===== src/rtl/lph_pkg.sv =====
// Shared constants, codes and control/status types of the linear probing hash set.
`timescale 1ns / 1ps
`default_nettype none
package lph_pkg;
	localparam int SLOT_COUNT_DEF = 1024;
	localparam int KEY_W = 64;
	localparam int LIVE_W = 11;

	localparam logic [63:0] MIX_C1 = 64'hff51afd7ed558ccd;
	localparam logic [63:0] MIX_C2 = 64'hc4ceb9fe1a85ec53;
	localparam int MIX_SHIFT = 33;

	localparam logic [1:0] OP_ADD    = 2'd0;
	localparam logic [1:0] OP_REMOVE = 2'd1;

	localparam logic [1:0] ST_DONE = 2'd0;
	localparam logic [1:0] ST_FULL = 2'd1;
	localparam logic [1:0] ST_ZERO = 2'd2;

	localparam logic [1:0] ADDR_POS  = 2'd0;
	localparam logic [1:0] ADDR_HOLE = 2'd1;
	localparam logic [1:0] ADDR_CLR  = 2'd2;

	localparam logic [1:0] WD_ZERO = 2'd0;
	localparam logic [1:0] WD_KEY  = 2'd1;
	localparam logic [1:0] WD_CAND = 2'd2;

	typedef struct packed {
		logic       load_item;
		logic       hash_start;
		logic       hash_sel;
		logic       pos_home;
		logic       pos_inc;
		logic       hole_load;
		logic       mem_rd;
		logic       mem_wr;
		logic [1:0] addr_sel;
		logic [1:0] wd_sel;
		logic       cnt_inc;
		logic       cnt_dec;
		logic       clr_inc;
		logic       res_load;
		logic       res_present;
		logic [1:0] res_status;
	} lph_cmd_t;

	typedef struct packed {
		logic       key_zero;
		logic [1:0] op;
		logic       hash_done;
		logic       rd_zero;
		logic       rd_match;
		logic       stay;
		logic       at_limit;
		logic       clr_last;
	} lph_sts_t;
endpackage
`default_nettype wire


===== src/rtl/lph_ctrl.sv =====
// Controller state machine: clearing pass, probe walk, insert and backward-shift erase.
`timescale 1ns / 1ps
`default_nettype none
module lph_ctrl
	import lph_pkg::*;
(
	input  wire logic     clk,
	input  wire logic     arst_n,
	input  wire logic     in_valid,
	output logic          in_ready,
	output logic          out_valid,
	input  wire logic     out_ready,
	input  wire lph_sts_t sts,
	output lph_cmd_t      cmd
);
	localparam logic [3:0] S_CLEAR = 4'd0;
	localparam logic [3:0] S_IDLE  = 4'd1;
	localparam logic [3:0] S_START = 4'd2;
	localparam logic [3:0] S_HASH  = 4'd3;
	localparam logic [3:0] S_PRD   = 4'd4;
	localparam logic [3:0] S_PCMP  = 4'd5;
	localparam logic [3:0] S_EINC  = 4'd6;
	localparam logic [3:0] S_ERD   = 4'd7;
	localparam logic [3:0] S_ECMP  = 4'd8;
	localparam logic [3:0] S_EHASH = 4'd9;
	localparam logic [3:0] S_MV1   = 4'd10;
	localparam logic [3:0] S_MV2   = 4'd11;
	localparam logic [3:0] S_RES   = 4'd12;

	logic [3:0] state_q;
	logic [3:0] state_d;
	logic       present_q;
	logic       present_d;
	logic [1:0] status_q;
	logic [1:0] status_d;
	logic       out_valid_q;

	assign in_ready  = (state_q == S_IDLE);
	assign out_valid = out_valid_q;

	always_comb begin
		cmd       = '0;
		state_d   = state_q;
		present_d = present_q;
		status_d  = status_q;
		case (state_q)
			S_CLEAR: begin
				cmd.mem_wr   = 1'b1;
				cmd.addr_sel = ADDR_CLR;
				cmd.wd_sel   = WD_ZERO;
				cmd.clr_inc  = 1'b1;
				if (sts.clr_last) begin
					state_d = S_IDLE;
				end
			end
			S_IDLE: begin
				if (in_valid) begin
					cmd.load_item = 1'b1;
					state_d       = S_START;
				end
			end
			S_START: begin
				present_d = 1'b0;
				if (sts.key_zero) begin
					status_d = ST_ZERO;
					state_d  = S_RES;
				end else begin
					status_d       = ST_DONE;
					cmd.hash_start = 1'b1;
					state_d        = S_HASH;
				end
			end
			S_HASH: begin
				if (sts.hash_done) begin
					cmd.pos_home = 1'b1;
					state_d      = S_PRD;
				end
			end
			S_PRD: begin
				cmd.mem_rd   = 1'b1;
				cmd.addr_sel = ADDR_POS;
				state_d      = S_PCMP;
			end
			S_PCMP: begin
				if (!sts.rd_zero && !sts.rd_match) begin
					cmd.pos_inc = 1'b1;
					state_d     = S_PRD;
				end else begin
					present_d = sts.rd_match;
					state_d   = S_RES;
					if (sts.op == OP_ADD && !sts.rd_match) begin
						if (sts.at_limit) begin
							status_d = ST_FULL;
						end else begin
							cmd.mem_wr   = 1'b1;
							cmd.addr_sel = ADDR_POS;
							cmd.wd_sel   = WD_KEY;
							cmd.cnt_inc  = 1'b1;
						end
					end else if (sts.op == OP_REMOVE && sts.rd_match) begin
						cmd.mem_wr    = 1'b1;
						cmd.addr_sel  = ADDR_POS;
						cmd.wd_sel    = WD_ZERO;
						cmd.hole_load = 1'b1;
						cmd.cnt_dec   = 1'b1;
						state_d       = S_EINC;
					end
				end
			end
			S_EINC: begin
				cmd.pos_inc = 1'b1;
				state_d     = S_ERD;
			end
			S_ERD: begin
				cmd.mem_rd   = 1'b1;
				cmd.addr_sel = ADDR_POS;
				state_d      = S_ECMP;
			end
			S_ECMP: begin
				if (sts.rd_zero) begin
					state_d = S_RES;
				end else begin
					cmd.hash_start = 1'b1;
					cmd.hash_sel   = 1'b1;
					state_d        = S_EHASH;
				end
			end
			S_EHASH: begin
				if (sts.hash_done) begin
					state_d = sts.stay ? S_EINC : S_MV1;
				end
			end
			S_MV1: begin
				cmd.mem_wr   = 1'b1;
				cmd.addr_sel = ADDR_HOLE;
				cmd.wd_sel   = WD_CAND;
				state_d      = S_MV2;
			end
			S_MV2: begin
				cmd.mem_wr    = 1'b1;
				cmd.addr_sel  = ADDR_POS;
				cmd.wd_sel    = WD_ZERO;
				cmd.hole_load = 1'b1;
				state_d       = S_EINC;
			end
			S_RES: begin
				if (!out_valid_q || out_ready) begin
					cmd.res_load    = 1'b1;
					cmd.res_present = present_q;
					cmd.res_status  = status_q;
					state_d         = S_IDLE;
				end
			end
			default: begin
				state_d = S_IDLE;
			end
		endcase
	end

	always_ff @(posedge clk or negedge arst_n) begin
		if (!arst_n) begin
			state_q     <= S_CLEAR;
			present_q   <= 1'b0;
			status_q    <= ST_DONE;
			out_valid_q <= 1'b0;
		end else begin
			state_q   <= state_d;
			present_q <= present_d;
			status_q  <= status_d;
			if (cmd.res_load) begin
				out_valid_q <= 1'b1;
			end else if (out_ready) begin
				out_valid_q <= 1'b0;
			end
		end
	end

	a_idle_no_write: assert property (@(posedge clk) disable iff (!arst_n)
		(state_q == S_IDLE) |-> !cmd.mem_wr)
		else $error("slot memory written while idle");

	a_no_overwrite: assert property (@(posedge clk) disable iff (!arst_n)
		cmd.res_load |-> (!out_valid_q || out_ready))
		else $error("pending result overwritten");

	a_hash_owner: assert property (@(posedge clk) disable iff (!arst_n)
		sts.hash_done |-> (state_q == S_HASH || state_q == S_EHASH))
		else $error("hash finished outside a waiting state");

	a_hash_wait: assert property (@(posedge clk) disable iff (!arst_n)
		cmd.hash_start |=> (state_q == S_HASH || state_q == S_EHASH))
		else $error("hash started without waiting for it");
endmodule
`default_nettype wire


===== config.mk =====
export PLATFORM = sky130hd
export DESIGN_NAME = lph_ctrl
export DESIGN_NICKNAME = d
export VERILOG_FILES = /design/src/rtl/lph_pkg.sv /design/src/rtl/lph_ctrl.sv
export SDC_FILE = /design/constraint.sdc
export NUM_CORES = 1
export LEC_CHECK = 0
export BUFFER_PORTS_ARGS = -buffer_cell sky130_fd_sc_hd__buf_2
export CELL_PAD_IN_SITES_DETAIL_PLACEMENT = 1
export CELL_PAD_IN_SITES_GLOBAL_PLACEMENT = 2
export CORE_MARGIN = 4
export CORE_UTILIZATION = 27
export CTS_CLUSTER_DIAMETER = 80
export DETAILED_ROUTE_END_ITERATION = 6
export GPL_ROUTABILITY_DRIVEN = 0
export GPL_TIMING_DRIVEN = 0
export PLACE_DENSITY_LB_ADDON = 0.1
export SLEW_MARGIN = 5
export SYNTH_ARGS = -nofsm -noshare
export SYNTH_HDL_FRONTEND = slang
export SYNTH_SLANG_ARGS = --single-unit

===== constraint.sdc =====
create_clock -name clk -period 1.8 [get_ports clk]
set_clock_uncertainty 0.2 [all_clocks]
set_input_delay 0.18 -clock clk [delete_from_list [all_inputs] [get_ports clk]]
set_output_delay 0.18 -clock clk [all_outputs]
set_load 0.05 [all_outputs]

==> flow_metrics.py <==
metrics = {
    "synthesis": {
        "synth_seq_cells": 8,
        "synth_nets": 125,
        "synth_area_per_cell_um2": 8.166,
        "syn_area_um2": 914.6,
        "synthTopCellsByCount": "nand2_1, a21oi_1, dfrtp_1, and2_1, nor2_1",
        "synth_edf_count": 0,
        "synth.area.top_cells": "dfrtp_1, buf_6, a21oi_1",
        "synthCells": 112,
        "synth.most_common_cell": "nand2_1",
        "synthArstFlopShare": 1.000,
        "ys_warn_count": 0,
        "synth_top_cell_by_area": "dfrtp_1",
        "ys.flop_type": "dfrtp_1",
        "synth-seq-area-share": 0.2189,
        "synth_cell_type_count": 51,
        "synth_top_area_share": 0.2189,
    },
    "clock_tree": {
        "cts_htree_levels": 1,
        "cts_buffers": 3,
        "root_buffer": "clkbuf_4",
        "cts_sinks": 8,
        "clkTransAtPathRegs_ps": 60,
        "clk_latency_ps": 260,
        "cts_tree": "yes",
        "cts.path.max_buffers": 2,
    },
    "sta": {
        "fin_crit_ps": 2010,
        "slew_viol_final": 0,
        "setup_slack_ps": -209.8,
        "fmax_mhz": 497.6,
        "relSlewSlack": 0.7580,
        "setup_viol": 19,
        "rsz0062_at_grt": "yes",
        "worst_pin_slew_ps": 360.2,
        "final_hold_viol_count": 0,
        "fin_crit_sh": 1.117,
    },
    "floorplanning": {
        "coreArea_mm2": 0.003153,
        "die_x_um": 66.20,
        "start_util": 0.2901,
        "pin_count": 34,
        "rows": 20,
        "die_area_mm2": 0.004382,
        "die_h_um": 66.20,
    },
    "finish": {
        "multi_input_area_um2": 784.5,
        "layout.nets": 196,
        "syn_to_final_growth_pct": 99.18,
        "stdcell_area_mm2": 0.001822,
        "fill_cells": 372,
        "utilization": 0.5778,
        "antennaDiodeCount": 0,
        "layout-drive-gt1-share": 0.6575,
        "final_cells": 225,
        "final-seq-area_um2": 201.4,
    },
    "power": {
        "power.density_mw_per_mm2": 1753,
        "total_power_uw": 3194,
        "leakage_uw": 0.0008368,
        "ir_worst_vdd_uv": 605.2,
    },
    "grt": {
        "antenna_found_initial": 0,
        "grt_pass1_vias": 1207,
        "overflow": 0,
        "grt_pass1_wl_mm": 5.830,
        "grt_max_degree": 11,
        "track_usage": 0.1736,
    },
    "critical_path": {
        "timing.critical_path.mode_cell": "buf_6",
        "worstReg2RegEnd": "state_q[1]",
        "path_max_fanout": 4,
        "cp_top_family": "simple AND/OR/NAND/NOR gates",
        "crit_path_end_kind": "output pin",
        "cp_slowest_cell": "dfrtp_1",
        "path_cells": "buf_6 -> nand2b_4 -> or3_4 -> a21oi_4 -> buf_6",
        "r2r_slack_ps": 20,
        "worst-setup-path-type": "register to output pin",
        "crit_path_max_incr_delay_ps": 400,
        "worst_r2r_path_depth": 7,
        "cp.arrival_ps": 1630,
        "crit_path_start_kind": "register",
        "rr_startpoint": "state_q[3]",
        "critPathBufInv": 2,
        "crit_required_ps": 1420,
    },
    "drt": {
        "num_vias": 1150,
        "vias_per_cell": 5.111,
        "drt-total-wl_mm": 4.179,
        "wire_per_inst_um": 18.57,
        "drcViolationCount": 0,
        "drtAntennaViolNets": 0,
        "dr.pass1.iters": 4,
        "dr.first_iter.drc_count": 45,
    },
    "placed_design": {
        "dp.cells": 189,
        "dp_hpwl_mm": 2.407,
        "placedInstanceArea_mm2": 0.001225,
        "dp_slack_ps": -178.0,
        "io_buffers": 33,
    },
    "min_path": {
        "holdPathStages": 3,
        "hold_path_class": "primary input to register",
        "min_to": "status_q[1]",
        "min_from": "sts[8]",
    },
    "run": {
        "cap_violations": 0,
    },
    "run_status": {
        "status": "finished with violations",
        "violations": "negative setup slack",
    },
}
==> sequential cells by signal (all words and copies together), names as in the netlist <==
register   count
state_q        4
out_valid      1
present_q      1
status_q       2
==> per-stage QoR <==
| step | hold slack, ps | setup TNS, ps |
|---|---|---|
| 2_1_floorplan | -315.6 | -418.4 |
| 3_3_place_gp | -168.0 | -340.1 |
| 3_5_place_dp | -162.8 | -426.2 |
| 4_1_cts | 12.20 | -2157 |
| 5_1_grt | 17.54 | -3494 |
| 6_report | 3.028 | -2254 |
==> report_power, final <==
part / internal [uW] / switching (uW) / total, uW
Clock: 76.8 / 68.4 / 145
Combinational: 1290 / 1460 / 2750
Sequential: 247 / 47.7 / 295
==> worst max-delay path by stage <==
stage / slack, ps / endpoint / depth (start not counted) / from
final: -210 / cmd[13] / 5 / state_q[3]
after detailed placement: -180 / cmd[11] / 6 / sts[3]
after global placement: -130 / cmd[11] / 6 / sts[3]
after floorplan: -290 / cmd[5] / 4 / state_q[1]
after global routing: -260 / cmd[13] / 5 / state_q[3]
after CTS: -210 / cmd[13] / 5 / state_q[3]
==> metal layers <==
| metal | global-route usage | wire length (um) | share of wire |
|---|---|---|---|
| met1 | 0.2155 | 1650 | 0.39 |
| met2 | 0.3061 | 2286 | 0.55 |
| met3 | 0.04082 | 191 | 0.046 |
| met4 | 0.02792 | 51 | 0.012 |
| met5 | 0 | 0 | 0 |
==> final cells by class <==
type / instances / share of cell area
well taps: 44 / 0.03022
plain buffers: 8 / 0.05907
multi-input cells: 90 / 0.4306
inverters: 5 / 0.01030
clock buffers: 3 / 0.01236
repair buffers: 67 / 0.3468
flip-flops and latches: 8 / 0.1106
==> layout by cell type (no fill, tap or decap), types with 6 or more instances in the layout <==
cell type and count:
buf_8 10, dfrtp_1 7, and2_4 6, nand2_1 9, buf_6 17, buf_4 29
a21oi_1 7, buf_2 13
==> cells by family after synthesis <==
logic type      share of synthesized area
simple gates                       0.3967
compound gates                     0.2380
flops                              0.2189
buf+inv                            0.1368
xor+xnor                         0.009578
==> worst reg2reg max path, stage by stage (launching register included) <==
cell	delay [ps]
dfrtp_1	400
buf_6	150
buf_4	130
buf_6	120
nor3_4	160
a21oi_2	60
or3b_1	380
o211ai_2	90
==> what timing repair did <==
action / CTS / global route
cloned: 0 / 1
hold buffers: 1 / 0
endpoints found under the setup margin: 19 / 24
pin swaps: 11 / 17
gates resized for setup: 49 / 33
hold endpoints to repair: 8 / 0
setup buffers: 20 / 13
(Power assumes the default switching activity.)
